--- config.mk ---
export PLATFORM = sky130hd
export DESIGN_NAME = averaging_hysteresis_thermostat
export DESIGN_NICKNAME = d
export VERILOG_FILES = /design/src/hdl/aht_pkg.sv /design/src/hdl/aht_avg.sv /design/src/hdl/averaging_hysteresis_thermostat.sv
export VERILOG_INCLUDE_DIRS = /design/src /design/src/hdl
export SDC_FILE = /design/constraint.sdc
export NUM_CORES = 1
export LEC_CHECK = 0
export BUFFER_PORTS_ARGS = -buffer_cell sky130_fd_sc_hd__buf_2
export CORE_MARGIN = 2
export CORE_UTILIZATION = 30
export CTS_BUF_LIST = sky130_fd_sc_hd__clkbuf_8 sky130_fd_sc_hd__clkbuf_16
export DETAILED_ROUTE_END_ITERATION = 12
export PLACE_DENSITY = 0.5
export SYNTH_ARGS = -nofsm -noshare
export SYNTH_HDL_FRONTEND = slang
export SYNTH_SLANG_ARGS = --single-unit
--- constraint.sdc ---
create_clock -name clk -period 6.3 [get_ports clk]
set_input_delay 0.315 -clock clk [delete_from_list [all_inputs] [get_ports clk]]
set_output_delay 0.315 -clock clk [all_outputs]
set_load 0.005 [all_outputs]
--- src/hdl/averaging_hysteresis_thermostat_macros.svh ---
// Assertion macros for the averaging hysteresis thermostat.
// Used by the top level; expects clk and rst_n in scope.
`ifndef AVERAGING_HYSTERESIS_THERMOSTAT_MACROS_SVH
`define AVERAGING_HYSTERESIS_THERMOSTAT_MACROS_SVH

// Same-cycle implication, checked out of reset.
`define AHT_ASSERT_NOW(label, ante, cons) \
  label: assert property (@(posedge clk) disable iff (!rst_n) (ante) |-> (cons)) \
    else $error("thermostat assertion failed");

// Next-cycle implication, checked out of reset.
`define AHT_ASSERT_NEXT(label, ante, cons) \
  label: assert property (@(posedge clk) disable iff (!rst_n) (ante) |=> (cons)) \
    else $error("thermostat assertion failed");

`endif

--- src/hdl/aht_pkg.sv ---
`timescale 1ns / 1ps
// Shared types and constants for the averaging hysteresis thermostat.
// No dependencies.
package aht_pkg;

  localparam int TEMP_W     = 8;
  localparam int WINDOW_DEF = 10;

  localparam int SETPOINT_W = 8;
  localparam int BAND_W     = 7;
  localparam int BLINK_W    = 5;
  localparam int CFG_IDX_W  = 2;

  localparam logic [SETPOINT_W-1:0] SETPOINT_RST = SETPOINT_W'(60);
  localparam logic [BAND_W-1:0]     BAND_RST     = BAND_W'(5);
  localparam logic [BLINK_W-1:0]    BLINK_RST    = BLINK_W'(19);

  // Configuration register indexes
  localparam logic [CFG_IDX_W-1:0] REG_SETPOINT     = 2'd0;
  localparam logic [CFG_IDX_W-1:0] REG_BAND         = 2'd1;
  localparam logic [CFG_IDX_W-1:0] REG_BLINK_PERIOD = 2'd2;

  typedef enum logic [1:0] {
    ST_IDLE,
    ST_READ,
    ST_DIV,
    ST_CMP
  } state_t;

  // Commands from the sequencer to the averaging unit
  typedef struct packed {
    logic rd;   // read ring entry at current index
    logic upd;  // write sample, update running sum, advance index
    logic div;  // divide running sum by window
  } avg_ctrl_t;

endpackage

--- src/hdl/aht_avg.sv ---
`timescale 1ns / 1ps
// Sample ring memory, running sum and reciprocal divider.
// Depends on aht_pkg.
module aht_avg #(
  parameter int WINDOW = aht_pkg::WINDOW_DEF
) (
  input  logic                        clk,
  input  logic                        rst_n,
  input  aht_pkg::avg_ctrl_t          ctrl,
  input  logic [aht_pkg::TEMP_W-1:0]  sample,
  output logic [aht_pkg::TEMP_W-1:0]  mean
);

  localparam int IDX_W  = (WINDOW > 1) ? $clog2(WINDOW) : 1;
  localparam int LOG_W  = $clog2(WINDOW);
  localparam int SUM_W  = aht_pkg::TEMP_W + LOG_W;
  localparam int SHIFT  = SUM_W + LOG_W;
  localparam int RECIP_I = ((1 << SHIFT) + WINDOW - 1) / WINDOW;
  localparam logic [SHIFT:0] RECIP = (SHIFT+1)'(RECIP_I);
  localparam int PROD_W = SUM_W + SHIFT + 1;

  logic [aht_pkg::TEMP_W-1:0] ring_mem [WINDOW];
  logic [aht_pkg::TEMP_W-1:0] rdata_r;
  logic [WINDOW-1:0]          valid_r;
  logic                       old_valid_r;
  logic [IDX_W-1:0]           idx_r;
  logic [SUM_W-1:0]           sum_r;
  logic [aht_pkg::TEMP_W-1:0] quot_r;

  logic [SUM_W-1:0]  old_ext;
  logic [SUM_W-1:0]  sum_nxt;
  logic [IDX_W-1:0]  idx_nxt;
  logic [PROD_W-1:0] prod;

  always_ff @(posedge clk) begin
    if (ctrl.rd) begin
      rdata_r <= ring_mem[idx_r];
    end
    if (ctrl.upd) begin
      ring_mem[idx_r] <= sample;
    end
  end

  // An entry never written since reset reads as zero
  assign old_ext = old_valid_r ? SUM_W'(rdata_r) : '0;
  assign sum_nxt = sum_r - old_ext + SUM_W'(sample);
  assign idx_nxt = (idx_r == IDX_W'(WINDOW - 1)) ? '0 : idx_r + 1'b1;
  // Exact quotient for every sum below 2**SUM_W
  assign prod    = PROD_W'(sum_r) * PROD_W'(RECIP);

  always_ff @(posedge clk) begin
    if (!rst_n) begin
      valid_r     <= '0;
      old_valid_r <= 1'b0;
      idx_r       <= '0;
      sum_r       <= '0;
    end else begin
      if (ctrl.rd) begin
        old_valid_r <= valid_r[idx_r];
      end
      if (ctrl.upd) begin
        valid_r[idx_r] <= 1'b1;
        idx_r          <= idx_nxt;
        sum_r          <= sum_nxt;
      end
    end
  end

  always_ff @(posedge clk) begin
    if (ctrl.div) begin
      quot_r <= prod[SHIFT +: aht_pkg::TEMP_W];
    end
  end

  assign mean = quot_r;

endmodule

--- src/hdl/averaging_hysteresis_thermostat.sv ---
`timescale 1ns / 1ps
// Averaging bang-bang thermostat with deadband: top level.
// Depends on aht_pkg, aht_avg and averaging_hysteresis_thermostat_macros.svh.
//
//   channel  handshake            payload
//   in       in_valid/in_ready    in_sys_on, in_sample
//   out      out_valid/out_ready  out_heater_on, out_cooler_on, out_led_on, out_average_temp
//   cfg      cfg_we               cfg_index, cfg_data
//
// A tick that stores its sample passes from transfer to the next possible transfer
// through ring memory read, sum update, reciprocal multiply and compare.
// Other ticks go straight to compare. One tick is in flight at a time.
// Reset is synchronous; ring entries read as zero until written (valid bits).
// A stalled result holds; the next tick may transfer in but waits to commit.
module averaging_hysteresis_thermostat #(
  parameter int WINDOW = aht_pkg::WINDOW_DEF
) (
  input  logic                          clk,
  input  logic                          rst_n,
  input  logic                          in_valid,
  output logic                          in_ready,
  input  logic                          in_sys_on,
  input  logic [aht_pkg::TEMP_W-1:0]    in_sample,
  output logic                          out_valid,
  input  logic                          out_ready,
  output logic                          out_heater_on,
  output logic                          out_cooler_on,
  output logic                          out_led_on,
  output logic [aht_pkg::TEMP_W-1:0]    out_average_temp,
  input  logic                          cfg_we,
  input  logic [aht_pkg::CFG_IDX_W-1:0] cfg_index,
  input  logic [aht_pkg::SETPOINT_W-1:0] cfg_data
);

  aht_pkg::state_t state_r, state_nxt;
  aht_pkg::avg_ctrl_t avg_ctrl;

  logic [aht_pkg::SETPOINT_W-1:0] setpoint_r;
  logic [aht_pkg::BAND_W-1:0]     band_r;
  logic [aht_pkg::BLINK_W-1:0]    blink_period_r;

  logic                       on_r;
  logic [aht_pkg::TEMP_W-1:0] sample_r;
  logic                       phase_r, phase_nxt;
  logic [aht_pkg::BLINK_W-1:0] blink_r, blink_nxt;
  logic                       heater_r, heater_nxt;
  logic                       cooler_r, cooler_nxt;
  logic                       led_r, led_nxt;
  logic [aht_pkg::TEMP_W-1:0] mean_r, mean_nxt;
  logic                       out_valid_r, out_valid_nxt;

  logic                       accept;
  logic                       commit;
  logic                       store;
  logic [aht_pkg::TEMP_W-1:0] avg_mean;
  logic [aht_pkg::TEMP_W:0]   upper;
  logic                       above;
  logic                       below;

  aht_avg #(.WINDOW(WINDOW)) u_avg (
    .clk    (clk),
    .rst_n  (rst_n),
    .ctrl   (avg_ctrl),
    .sample (sample_r),
    .mean   (avg_mean)
  );

  assign accept = in_valid && in_ready;
  assign store  = on_r && !phase_r;

  // Next state
  always_comb begin
    state_nxt = state_r;
    unique case (state_r)
      aht_pkg::ST_IDLE: begin
        if (accept) begin
          state_nxt = (in_sys_on && !phase_r) ? aht_pkg::ST_READ : aht_pkg::ST_CMP;
        end
      end
      aht_pkg::ST_READ: state_nxt = aht_pkg::ST_DIV;
      aht_pkg::ST_DIV:  state_nxt = aht_pkg::ST_CMP;
      aht_pkg::ST_CMP: begin
        if (!out_valid_r || out_ready) begin
          state_nxt = aht_pkg::ST_IDLE;
        end
      end
      default: state_nxt = aht_pkg::ST_IDLE;
    endcase
  end

  // Sequencer outputs
  always_comb begin
    in_ready = 1'b0;
    commit   = 1'b0;
    avg_ctrl = '0;
    unique case (state_r)
      aht_pkg::ST_IDLE: begin
        in_ready    = 1'b1;
        avg_ctrl.rd = in_valid && in_sys_on && !phase_r;
      end
      aht_pkg::ST_READ: avg_ctrl.upd = 1'b1;
      aht_pkg::ST_DIV:  avg_ctrl.div = 1'b1;
      aht_pkg::ST_CMP:  commit = !out_valid_r || out_ready;
      default: ;
    endcase
  end

  // Control law, applied at commit
  always_comb begin
    mean_nxt   = store ? avg_mean : mean_r;
    upper      = {1'b0, setpoint_r} + {2'b00, band_r};
    above      = {1'b0, mean_nxt} > upper;
    below      = ({1'b0, mean_nxt} + {2'b00, band_r}) < {1'b0, setpoint_r};
    phase_nxt  = phase_r;
    blink_nxt  = blink_r;
    heater_nxt = heater_r;
    cooler_nxt = cooler_r;
    led_nxt    = led_r;
    if (!on_r) begin
      mean_nxt   = mean_r;
      phase_nxt  = 1'b0;
      blink_nxt  = '0;
      heater_nxt = 1'b0;
      cooler_nxt = 1'b0;
      led_nxt    = 1'b0;
    end else begin
      phase_nxt = !phase_r;
      priority if (above) begin
        heater_nxt = 1'b0;
        cooler_nxt = 1'b1;
        led_nxt    = 1'b1;
      end else if (below) begin
        heater_nxt = 1'b1;
        cooler_nxt = 1'b0;
        if (blink_r < blink_period_r) begin
          blink_nxt = blink_r + 1'b1;
        end else begin
          blink_nxt = '0;
          led_nxt   = !led_r;
        end
      end else begin
        // inside the deadband: hold
      end
    end
  end

  assign out_valid_nxt = commit ? 1'b1 : (out_ready ? 1'b0 : out_valid_r);

  always_ff @(posedge clk) begin
    if (!rst_n) begin
      state_r        <= aht_pkg::ST_IDLE;
      setpoint_r     <= aht_pkg::SETPOINT_RST;
      band_r         <= aht_pkg::BAND_RST;
      blink_period_r <= aht_pkg::BLINK_RST;
      phase_r        <= 1'b0;
      blink_r        <= '0;
      heater_r       <= 1'b0;
      cooler_r       <= 1'b0;
      led_r          <= 1'b0;
      mean_r         <= '0;
      out_valid_r    <= 1'b0;
    end else begin
      state_r     <= state_nxt;
      out_valid_r <= out_valid_nxt;
      if (cfg_we) begin
        unique case (cfg_index)
          aht_pkg::REG_SETPOINT:     setpoint_r     <= cfg_data;
          aht_pkg::REG_BAND:         band_r         <= cfg_data[aht_pkg::BAND_W-1:0];
          aht_pkg::REG_BLINK_PERIOD: blink_period_r <= cfg_data[aht_pkg::BLINK_W-1:0];
          default: ;
        endcase
      end
      if (commit) begin
        phase_r  <= phase_nxt;
        blink_r  <= blink_nxt;
        heater_r <= heater_nxt;
        cooler_r <= cooler_nxt;
        led_r    <= led_nxt;
        mean_r   <= mean_nxt;
      end
    end
  end

  // Capture the tick on transfer
  always_ff @(posedge clk) begin
    if (accept) begin
      on_r     <= in_sys_on;
      sample_r <= in_sample;
    end
  end

  assign out_valid        = out_valid_r;
  assign out_heater_on    = heater_r;
  assign out_cooler_on    = cooler_r;
  assign out_led_on       = led_r;
  assign out_average_temp = mean_r;

`include "averaging_hysteresis_thermostat_macros.svh"

  `AHT_ASSERT_NOW(a_drive_exclusive, 1'b1, !(heater_r && cooler_r))
  `AHT_ASSERT_NEXT(a_one_tick_in_flight, accept, !in_ready)
  `AHT_ASSERT_NEXT(a_off_drives_low, commit && !on_r, !heater_r && !cooler_r && !led_r)
  `AHT_ASSERT_NOW(a_commit_has_slot, commit, !out_valid_r || out_ready)

endmodule

* Yosys cells after proc, flatten, opt, wreduce, memory -nomap -nowiden
Memories as Yosys holds them, arrays and structs flattened. A register that Yosys moved wholly into a read port is not among the register bits.
Index checks and enable logic that the tools add are counted.
** Operators by class
- Add/sub/neg operators :: 6
- $mul :: 1
- Div/mod/pow operators :: 0
- Order comparisons :: 5
- Eq/ne operators :: 12
- Shift-type cells :: 0
- Mux-type cells :: 35
- Bitwise logic cells :: 1
- Reduce and logical (&&, ||, !) cells :: 21
** Operators by type and width (count)
- $mul A12 B12 Y23 const B :: 1
- $mux W1 :: 22
- $mux W5 :: 4
- $add A8 B7 Y9 :: 2
- $mux W8 :: 2
- $add A12 B8 Y12 :: 1
- $reduce_and A2 Y1 :: 6
- $sub A12 B12 Y12 :: 1
- $or A10 B10 Y10 :: 1
- $gt A8 B9 Y1 :: 1
- $lt A9 B8 Y1 :: 1
- $pmux W2 S4 :: 1
- $eq A2 B2 Y1 const B :: 3
- $logic_and A1 B1 Y1 :: 6
- $mux W2 :: 3
- $ne A2 B2 Y1 const B :: 3
- $reduce_and A3 Y1 :: 2
- $add A5 B1 Y5 const B :: 1
- $lt A4 B5 Y1 const B :: 1
- $lt A5 B5 Y1 :: 1
- $add A4 B1 Y4 const B :: 1
- $bmux W1 S4 :: 1
- $demux W1 S4 :: 1
- $eq A2 B1 Y1 const B :: 2
- other kinds (10) :: 13
** Word-level totals
- Bits in registers :: 84
- Latch bits :: 0
- Bits in writable memories :: 80
- Memory bits (read-only) :: 0
- Bits of input ports :: 24
- Output and inout bits :: 13
- Logic and storage cells :: 100
- Memories :: 1
** Memories
- u_avg.ring_mem :: depth 10, bits a word 8, read ports 1, clocked after Yosys merged registers in 1, write ports 1, RTL line aht_avg.sv:22 : logic [aht_pkg::TEMP_W-1:0] ring_mem [WINDOW];

* Logic depth before layout (Yosys ltp)
Gate-level depths: netlist of run 1.
- Depth in word-level cells :: 8
- Depth in mapped cells :: 21
- Gate-level depth less buffers :: 21

* Hierarchy
From an unflattened synthesis of run 1, not the netlist that was laid out.
** Unflattened totals
- Cells, all modules :: 974
- Area, all modules :: 11029.3 µm²
** By module, submodules not included
- aht_avg :: instances 1, cells an instance 647, area each 7836.3 µm²
- averaging_hysteresis_thermostat :: instances 1, cells an instance 327, area each 3193.1 µm²

* Least setup slack after synthesis of run 1
Ideal clock, no wire load.
- Path kind :: register to register
- Start point :: reg u_avg.sum_r[7]
- End point :: reg u_avg.quot_r, in the netlist u_avg.mean[7], data pin
- Library setup time :: 0.260 ns
- Arrival time :: 4.306 ns
- Required time :: 6.040 ns
- Path slack :: 1.735 ns
- Cell stages (with the launch flop) :: 19
- Buffers on the path :: 0
- Period minus slack after synthesis :: 4.565 ns
- Cells stage by stage :: dfxtp_1 -> ha_1 -> inv_1 -> fa_1 -> inv_1 -> fa_1 -> fa_1 -> inv_1 -> fa_1 -> inv_1 -> ha_1 -> nand3_1 -> a21oi_1 -> o2111ai_2 -> o211ai_2 -> o41ai_4 -> o211ai_2 -> a21oi_2 -> xnor2_1
** On the way
- Cells in the longest elaborated chain, start to end :: 1
** Ends and longest elaborated chain
- start: declaration :: RTL line aht_avg.sv:27 : logic [SUM_W-1:0] sum_r;
- start signal: assignment :: RTL line aht_avg.sv:64 : sum_r <= sum_nxt;
- $mul A12 B12 Y23 :: RTL line aht_avg.sv:49 : assign prod = PROD_W'(sum_r) * PROD_W'(RECIP);
- named net u_avg.prod[23] :: RTL line aht_avg.sv:33 : logic [PROD_W-1:0] prod;
- end signal: assignment :: RTL line aht_avg.sv:71 : quot_r <= prod[SHIFT +: aht_pkg::TEMP_W];
- end: declaration :: RTL line aht_avg.sv:28 : logic [aht_pkg::TEMP_W-1:0] quot_r;
The timed path passes the listed nets, and every way through them passes these cells.
A chain may end at the register's enable or synchronous reset.

* Worst setup path in the final report of run 1
- Start point :: reg u_avg.sum_r[1]
- End point :: reg u_avg.quot_r, in the netlist u_avg.mean[7], data pin
Same word-level chain as after synthesis.

==> metrics.cfg, run 1 <==
[place]
dpl.hpwl_um=16300
dp_slack_ns=1.44
gp_congestion=0.786
io_buffers=36

[sta]
fin_tns_setup_ns=0
tightest_slew_ns=1.06
timing.final.crit_share=0.770
layout_setup_ws_ns=1.45
fmaxAchievable_mhz=206
period_needed_ns=4.85
final_max_slew_viol_count=0
setup_violations=0
rsz0062_at_grt=false
relSlewSlack=0.292
whs_ns=0.0486
finalHoldViolations=0
skew_ns=0.0148

[critical_path]
rrSetupSlack_ns=1.45
reg2reg_depth=16
critPathArrivalTime_ns=5.03
worstReg2RegEnd=u_avg.mean[7]
critPathKind=reg2reg
cp.required_ns=6.48
end_kind=flop
r2r-start=u_avg.sum_r[1]
worstPathMaxFanout=7
cp-start-kind=flop

[grt]
grt-ovfl-total=0
antenna_found_initial=0
grt_max_degree=73
grt_pass1_vias=6919
grt_pass1_wl_um=36500
track_usage=0.120

[final_layout]
utilization=0.343
n_fill_cell=3566
syn_to_final_growth_pct=12.7
drive_above_1_share=0.115
nNetsFinal=1189
antenna_cells=0

[hold_path]
hp-class=in2reg
hold_end=sample_r[1]
holdPathStages=1
min_from=in_sample[1]

[logic_synthesis]
syn_nets=1148
ys_async_sr_fraction=0
synth.cell_area_um2=10800
synthTopCellsByArea=edfxtp_1 (29%), ha_1 (15%), dfxtp_1 (12%)
synth_area_per_cell_um2=11.5
post-synth-top-count-cell=inv_1
synth_area_leader_cell=edfxtp_1
ys_warn_count=0
synth_cell_types=54
ys.flop_type=edfxtp_1
synth-edff-count=105
synth_common_cells=inv_1 (136), ha_1 (133), edfxtp_1 (105)
ys_seq_elements=172
yosysTopAreaCellShare=0.291
ys_seq_area_frac=0.415
syn_inst=944

[power_and_ir_drop]
powerDensity_nw_per_um2=436
swShare=0.408
clkPwrFrac=0.204
leakagePower_nw=5.35
p_comb_frac=0.506
net-switching-power_mw=2.17
power.share.sequential=0.290
total_power_mw=5.32
internal-power_mw=3.15
vdd_drop_max_mv=0.216

[clocking]
htreeDepth=4
root_buffer=clkbuf_16
post-cts-setup-buffer-count=0
clockBufferDepth=2
clock-sinks=172
cts_resized=0
clk_latency_ns=0.44
cts_tree=yes
hold_buffers=0
clk_pin_slew_ns=0.08
cts_buffers=17

[job]
max_cap_viol_count=0

[floorplan]
num_io_pins=37
core_um2=35600
design.die.area_um2=37600
initial_utilization=0.304
die_y_um=194
fp-row-count=69
die_x_um=194

[detailed_routing]
avgRoutedWirePerCell_um=14.8
drtPass1Iterations=4
drc_errors=0
vias=6688
dr.first_iter.drc_count=286
routed_wl_um=21600
ant_nets=0
routed_via_density=4.58

[outcome]
status=finished, final reports clean

==> cells by family (layout without fill, tap and decap cells) <==
family          Yosys count  in the layout  synth area share
flops                   172            172             0.415
simple gates            188            188            0.0903
buf+inv                 162            216            0.0566
xor+xnor                 31             31            0.0251
fa+ha+maj               180            180             0.241
mux                      59             59            0.0762
compound gates          152            152            0.0956
==> worst max-delay path, cell delays in order, from the launching register on <==
cell      delay, ns
dfxtp_1        0.47
ha_1           0.32
xor2_1         0.16
ha_1           0.31
fa_1           0.52
fa_1           0.54
inv_1          0.05
fa_1           0.53
inv_1          0.04
ha_1           0.29
a21o_1         0.18
a21oi_1        0.21
o211ai_2       0.18
o41ai_4        0.35
o211ai_2       0.17
a21oi_2        0.17
xnor2_1        0.08
==> power groups by stage <==
stage          Sequential (mW)  Combinational (mW)  Clock (mW)
2_1_floorplan             1.51                2.17           0
3_3_place_gp              1.57                2.74           0
3_5_place_dp              1.58                2.74           0
4_1_cts                   1.55                2.77        1.12
5_1_grt                   1.57                3.18        1.16
6_report                  1.54                2.69        1.08
==> how the worst max path moves through the flow <==
stage,from,depth (start not counted),slack [ns],to
floorplan,u_avg.sum_r[7],18,1.73,u_avg.mean[7]
global placement,u_avg.sum_r[1],16,1.50,u_avg.mean[7]
detailed placement,u_avg.sum_r[1],16,1.44,u_avg.mean[7]
CTS,u_avg.sum_r[1],16,1.38,u_avg.mean[7]
global route,u_avg.sum_r[1],16,1.15,u_avg.mean[7]
finish,u_avg.sum_r[1],16,1.45,u_avg.mean[7]
==> sequential cells by signal, indices dropped and copies added (netlist names), 2 cells and up <==
signal,flops
u_avg.valid_r,10
sample_r,8
u_avg.rdata_r,8
setpoint_r,8
state_r,2
band_r,7
blink_period_r,5
blink_r,5
out_average_temp,8
u_avg.idx_r,4
u_avg.mean,8
u_avg.sum_r,12
u_avg.ring_mem,80
==> cells in the final DEF, fill, tap and decap left out, drive strengths merged, types with 3 or more instances in the layout <==
master / synthesis / final
and2: 18 / 18
nand2: 40 / 40
mux2i: 34 / 34
clkbuf: 21 / 17
nand2b: 9 / 9
dfxtp: 67 / 67
a21oi: 35 / 35
ha: 133 / 133
fa: 47 / 47
o211ai: 9 / 9
o21a: 14 / 14
a211oi: 13 / 13
nand3b: 6 / 6
mux2: 7 / 7
nor2: 38 / 38
mux4: 18 / 18
clkinv: 0 / 9
o21ai: 29 / 29
nor3: 11 / 11
a31oi: 4 / 4
a21o: 16 / 16
xor2: 6 / 6
xnor2: 25 / 25
nor2b: 38 / 38
nand4: 4 / 4
inv: 137 / 143
a21boi: 13 / 13
buf: 4 / 47
a2bb2oi: 3 / 3
o211a: 5 / 5
nand3: 11 / 11
or3: 4 / 4
edfxtp: 105 / 105
==> layer usage <==
metal  part of all wire  global-route usage  wire, um
met1               0.49               0.160     10600
met2               0.48               0.204     10400
met3              0.025              0.0240       535
met4             0.0047              0.0202       101
met5                  0                   0         0
==> cell type report <==
type / count / area, um^2 / area share
Timing Repair Buffer: 47 / 263 / 0.0215
Sequential cell: 172 / 4500 / 0.369
Tap cell: 461 / 577 / 0.0473
Clock inverter: 15 / 189 / 0.0155
Inverter: 137 / 514 / 0.0422
Multi-Input combinational cell: 610 / 5730 / 0.470
Clock buffer: 17 / 425 / 0.0349
==> per-stage QoR <==
| step | std cells | cell area [um^2] |
|---|---|---|
| final | 1459 | 12200 |
| after floorplan | 944 | 10800 |
| after global placement | 1427 | 11600 |
| after CTS | 1459 | 12200 |
| after detailed placement | 1427 | 11600 |
| after global routing | 1459 | 12200 |
Power figures use the tool's default switching activity.
==> run 2, diff against run 1 <==
--- a/config.mk
+++ b/config.mk
@@ -6,6 +6,7 @@
 export SDC_FILE = /design/constraint.sdc
 export NUM_CORES = 1
 export LEC_CHECK = 0
+export ABC_AREA = 1
 export BUFFER_PORTS_ARGS = -buffer_cell sky130_fd_sc_hd__buf_2
 export CORE_MARGIN = 2
 export CORE_UTILIZATION = 30
==> constraint.sdc (replaced) <==
create_clock -name clk -period 4.88 [get_ports clk]
set_input_delay 0.244 -clock clk [delete_from_list [all_inputs] [get_ports clk]]
set_output_delay 0.244 -clock clk [all_outputs]
set_load 0.005 [all_outputs]
==> run 2 against run 1 <==
Count of clock-buffer cells in the layout unchanged. Highest routed layer unchanged. Routed wire length is 16% higher. Global-route usage grew 1.6 points. Synthesized area up 1.4%. Register-to-register slack got worse by 1.1 ns. Critical path type unchanged. Critical endpoint is now u_avg.mean[6]. Hold slack better by 0.013 ns.
==> metrics.cfg, run 2 <==
[outcome]
status=finished, final reports clean

[final_layout]
top_register=u_avg.ring_mem
final_cell_mix=inv_1 (206), nand2_1 (134), ha_1 (133)
layout_commonest_cell=inv_1
reg_top3=u_avg.ring_mem x80, u_avg.sum_r x12, u_avg.valid_r x10
drive_above_1_share=0.0729  ; -0.0423
nNetsFinal=1412  ; +19%
antenna_cells=0  ; unchanged
largest_register_ffs=80  ; unchanged
syn_to_final_growth_pct=12.6  ; about the same

[logic_synthesis]
ys_warn_count=0  ; unchanged
ys_async_sr_fraction=0  ; unchanged
synth_area_per_cell_um2=9.43  ; -18%
ys_seq_area_frac=0.410  ; -0.00578
yosysTopAreaCellShare=0.287  ; -0.00405
synth_top_family_by_area=adder cells
synth_cell_types=44  ; -19%
ys_seq_elements=172  ; unchanged
syn_nets=1368  ; +19%
syn_inst=1164  ; +23%
synthMuxAreaShare=0  ; -0.0762
ys.flop_type=edfxtp_1
post-synth-top-count-cell=inv_1
synth-edff-count=105  ; unchanged
synth_fa_ha_area_frac=0.237  ; -0.00335
yosys.area_share.simple=0.121  ; +0.0304
synth_area_leader_cell=edfxtp_1
yosys.area_share.xor_xnor=0.0271  ; +0.00205
synthTopCellsByArea=edfxtp_1 (29%), ha_1 (15%), dfxtp_1 (12%)
synth.cell_area_um2=11000  ; +1.4%
synth_common_cells=inv_1 (206), nand2_1 (134), ha_1 (133)
synth-compound-area-share=0.121  ; +0.0252

[detailed_routing]
drc_errors=0  ; unchanged
avgRoutedWirePerCell_um=14.8  ; about the same
ant_nets=0  ; unchanged
routed_via_density=4.61  ; +0.47%
dr.first_iter.drc_count=304  ; +6.3%
drtPass1Iterations=5  ; +1
routed_wl_um=24900  ; +16%
vias=7779  ; +16%

[clocking]
cts_resized=0  ; unchanged
hold_buffers=9  ; +9
clockBufferDepth=2  ; unchanged
htreeDepth=4  ; unchanged
cts_tree=yes
clk_latency_ns=0.44  ; about the same
root_buffer=clkbuf_16
clk_pin_slew_ns=0.07  ; about the same
cts_buffers=17  ; unchanged
clock-sinks=172  ; unchanged
post-cts-setup-buffer-count=0  ; unchanged

[critical_path]
cp.required_ns=5.07  ; -1.41 ns
critPathKind=reg2reg
reg2reg_depth=17  ; +1
end_kind=flop
worstPathMaxFanout=6  ; -1
cp-start-kind=flop
rrSetupSlack_ns=0.38  ; -1.07 ns
r2r-start=u_avg.sum_r[6]
critPathArrivalTime_ns=4.69  ; -0.34 ns
worstReg2RegEnd=u_avg.mean[6]

[sta]
skew_ns=0.0139  ; -0.000833 ns
relSlewSlack=0.324  ; +0.0327
tightest_slew_ns=1.01  ; -0.0455 ns
layout_setup_ws_ns=0.381  ; -1.07 ns
timing.final.crit_share=0.922  ; +0.152
fin_tns_setup_ns=0  ; unchanged
rsz0062_at_grt=false
setup_violations=0  ; unchanged
period_needed_ns=4.50  ; -0.350 ns
fmaxAchievable_mhz=222  ; +7.8%
final_max_slew_viol_count=0  ; unchanged
finalHoldViolations=0  ; unchanged

[place]
dp_slack_ns=0.322  ; -1.12 ns
io_buffers=36  ; unchanged
dpl.hpwl_um=19100  ; +17%
gp_congestion=0.811  ; +3.2%

[floorplan]
core_um2=36300  ; +2.2%
initial_utilization=0.302  ; -0.00231
die_x_um=195  ; +0.69%
design.die.area_um2=38100  ; +1.4%
die_y_um=195  ; +0.69%
fp-row-count=70  ; +1.4%
num_io_pins=37  ; unchanged

[grt]
grt_max_degree=43  ; -41%
grt-ovfl-total=0  ; unchanged
grt_pass1_wl_um=41000  ; +12%
grt_pass1_vias=7774  ; +12%
antenna_found_initial=0  ; unchanged
track_usage=0.136  ; +0.0160

[hold_path]
holdPathStages=3  ; +2
min_from=cfg_data[5]
hold_end=setpoint_r[5]
hp-class=in2reg

[job]
max_cap_viol_count=0  ; unchanged

run 2: cells by family after synthesis:
| family | after synthesis |
|---|---|
| buffers and inverters | 238 |
| DFF | 172 |
| adders and majority gates | 180 |
| xor gates and xnor gates | 34 |
| AOI/OAI and AO/OA | 229 |
| and+or+nand+nor | 311 |
run 2: critical path, stage by stage (launching register included):
cell and delay (ns):
dfxtp_1 0.38, ha_1 0.35, inv_1 0.07, fa_1 0.54, inv_1 0.06, fa_1 0.50, fa_1 0.54, inv_1 0.05
fa_1 0.53, inv_1 0.04, ha_1 0.33, a21oi_1 0.19, o21ai_0 0.10, a21oi_1 0.13, o21ai_0 0.15, nand2_1 0.09
nand2_1 0.06, xor2_1 0.14
run 2: per-layer routing:
layer,up-vias,global-route usage,share of wire
li1,3996,-,-
met1,3678,0.185,0.50
met2,89,0.225,0.47
met3,16,0.0264,0.024
met4,0,0.0283,0.0087
met5,-,0,0
run 2: worst max-delay path by stage:
stage                              start            end  slack (ns)  depth (start not counted)
after CTS                 u_avg.sum_r[6]  u_avg.mean[6]        0.34                         17
final                     u_avg.sum_r[6]  u_avg.mean[6]        0.38                         17
after global routing      u_avg.sum_r[6]  u_avg.mean[6]        0.04                         17
after floorplan           u_avg.sum_r[6]  u_avg.mean[6]        0.64                         17
after detailed placement  u_avg.sum_r[6]  u_avg.mean[6]        0.32                         17
after global placement    u_avg.sum_r[6]  u_avg.mean[6]        0.41                         17
run 2: area by class of cell:
type                       instances  area, um^2
fill                            3700       24000
multi-input combinational        754        5560
sequential                       172        4490
inverter                         213         808
tap                              468         586
clock buffer                      17         425
timing repair buffer              50         308
clock inverter                    15         170
run 2: through the flow:
step | std cells | hold WS [ns] | util | instance area [um^2]
6_report | 1689 | 0.0612 | 0.340 | 12400
5_1_grt | 1689 | 0.0601 | 0.340 | 12400
4_1_cts | 1689 | 0.0495 | 0.340 | 12400
3_5_place_dp | 1648 | 0.422 | 0.321 | 11700
3_3_place_gp | 1648 | 0.420 | 0.321 | 11700
2_1_floorplan | 1164 | 0.343 | - | 11000
Power of run 2 is not shown: default switching activity piles up to over one toggle a cycle in this logic, so the estimate is an artifact.
==> run 3, diff against run 2 <==
--- a/config.mk
+++ b/config.mk
@@ -8,11 +8,13 @@
 export LEC_CHECK = 0
 export ABC_AREA = 1
 export BUFFER_PORTS_ARGS = -buffer_cell sky130_fd_sc_hd__buf_2
+export CELL_PAD_IN_SITES_DETAIL_PLACEMENT = 0
+export CELL_PAD_IN_SITES_GLOBAL_PLACEMENT = 1
 export CORE_MARGIN = 2
 export CORE_UTILIZATION = 30
 export CTS_BUF_LIST = sky130_fd_sc_hd__clkbuf_8 sky130_fd_sc_hd__clkbuf_16
 export DETAILED_ROUTE_END_ITERATION = 12
-export PLACE_DENSITY = 0.5
+export PLACE_DENSITY = 0.59
 export SYNTH_ARGS = -nofsm -noshare
 export SYNTH_HDL_FRONTEND = slang
 export SYNTH_SLANG_ARGS = --single-unit
==> run 3 against run 2 <==
Count of clock-buffer cells in the layout did not move. Utilization rose by 0.12 points. Maximum frequency fell by 2.1%. Flip-flop and latch count did not move. Final area rose by 0.35%. Setup slack got worse by 0.097 ns.
==> metrics.cfg, run 3 (same netlist as run 2, synthesis figures left out) <==
[grt]
grt-ovfl-total=0  ; unchanged
antenna_found_initial=0  ; unchanged
grt_max_degree=43  ; unchanged
grt_pass1_wl_um=42200  ; +3.0%
track_usage=0.140  ; +0.00419
grt_pass1_vias=8016  ; +3.1%

[critical_path]
end_kind=flop
cp.required_ns=5.07  ; about the same
critPathArrivalTime_ns=4.79  ; +0.10 ns
critPathKind=reg2reg
cp-start-kind=flop
worstPathMaxFanout=6  ; unchanged

[final_layout]
antenna_cells=0  ; unchanged
top_register=u_avg.ring_mem
layout_commonest_cell=inv_1
utilization=0.341  ; +0.00121
largest_register_ffs=80  ; unchanged
n_fill_cell=3708  ; +0.22%
reg_top3=u_avg.ring_mem x80, u_avg.sum_r x12, u_avg.valid_r x10
drive_above_1_share=0.0759  ; +0.00297
syn_to_final_growth_pct=13.0
nNetsFinal=1417  ; +0.35%
final_cell_mix=inv_1 (206), nand2_1 (134), ha_1 (133)

[outcome]
status=finished, final reports clean

[clocking]
clk_latency_ns=0.44  ; about the same
htreeDepth=4  ; unchanged
clockBufferDepth=2  ; unchanged
cts_resized=0  ; unchanged
root_buffer=clkbuf_16
hold_buffers=9  ; unchanged
cts_tree=yes
clk_pin_slew_ns=0.08  ; about the same
post-cts-setup-buffer-count=0  ; unchanged
cts_buffers=17  ; unchanged
clock-sinks=172  ; unchanged

[job]
max_cap_viol_count=0  ; unchanged

[floorplan]
num_io_pins=37  ; unchanged
initial_utilization=0.302  ; unchanged
core_um2=36300  ; unchanged
die_x_um=195  ; unchanged
die_y_um=195  ; unchanged
fp-row-count=70  ; unchanged
design.die.area_um2=38100  ; unchanged

[sta]
finalHoldViolations=0  ; unchanged
fin_tns_setup_ns=0  ; unchanged
fmaxAchievable_mhz=218  ; -2.1%
relSlewSlack=0.381  ; +0.0564
tightest_slew_ns=0.925  ; -0.0869 ns
rsz0062_at_grt=false
period_needed_ns=4.60  ; +0.0966 ns
setup_violations=0  ; unchanged
timing.final.crit_share=0.942  ; +0.0198
final_max_slew_viol_count=0  ; unchanged
skew_ns=0.0124  ; -0.00149 ns

[detailed_routing]
vias=7757  ; -0.28%
dr.first_iter.drc_count=323  ; +6.3%
ant_nets=0  ; unchanged
routed_wl_um=25500  ; +2.1%
avgRoutedWirePerCell_um=15.0  ; +1.8%
routed_via_density=4.58  ; -0.58%
drc_errors=0  ; unchanged
drtPass1Iterations=4  ; -1

[place]
gp_congestion=0.840  ; +3.6%
io_buffers=36  ; unchanged
dpl.hpwl_um=19800  ; +3.5%

[hold_path]
hp-class=in2reg

run 3: layout make-up:
| class | count | area, um^2 | area share |
|---|---|---|---|
| clock buffers | 17 | 425 | 0.0343 |
| clock inverters | 15 | 184 | 0.0148 |
| inverters | 213 | 808 | 0.0652 |
| multi-input cells | 754 | 5550 | 0.448 |
| flip-flops and latches | 172 | 4490 | 0.363 |
| well taps | 468 | 586 | 0.0472 |
| repair buffers | 55 | 345 | 0.0279 |
run 3: through the flow:
step | hold WS (ns) | area (um^2) | cells | setup WS [ns]
floorplan | 0.343 | 11000 | 1164 | 0.644
global placement | 0.420 | 11700 | 1653 | 0.383
detailed placement | 0.422 | 11700 | 1653 | 0.300
CTS | 0.0423 | 12400 | 1694 | 0.307
global route | 0.0539 | 12400 | 1694 | 0.0702
finish | 0.0614 | 12400 | 1694 | 0.284
run 3: final timing paths:
path,start,end,slack [ns],cells past startpoint
min reg2reg,out_heater_on,out_heater_on,0.45,2
min,cfg_data[2],band_r[2],0.06,3
max,u_avg.sum_r[6],u_avg.mean[6],0.28,17
max reg2reg,u_avg.sum_r[6],u_avg.mean[6],0.28,17
run 3: routing by layer:
metal	global-route usage	wire, um	share of wire	vias up
met5	0	0	0	-
met4	0.0308	277	0.011	0
met3	0.0240	592	0.023	17
met2	0.233	11900	0.47	84
met1	0.192	12700	0.50	3671
li1	-	-	-	3985
run 3: worst max-delay path: stages (launching register included):
cell     delay (ns)
dfxtp_1        0.39
ha_1           0.37
inv_1          0.07
fa_1           0.53
inv_1          0.05
fa_1           0.50
fa_1           0.56
inv_1          0.06
fa_1           0.52
inv_1          0.04
ha_1           0.33
a21oi_1        0.20
o21ai_0        0.10
a21oi_1        0.14
o21ai_0        0.19
nand2_1        0.10
nand2_1        0.06
xor2_1         0.13
Power of run 3 is left out for the same reason.
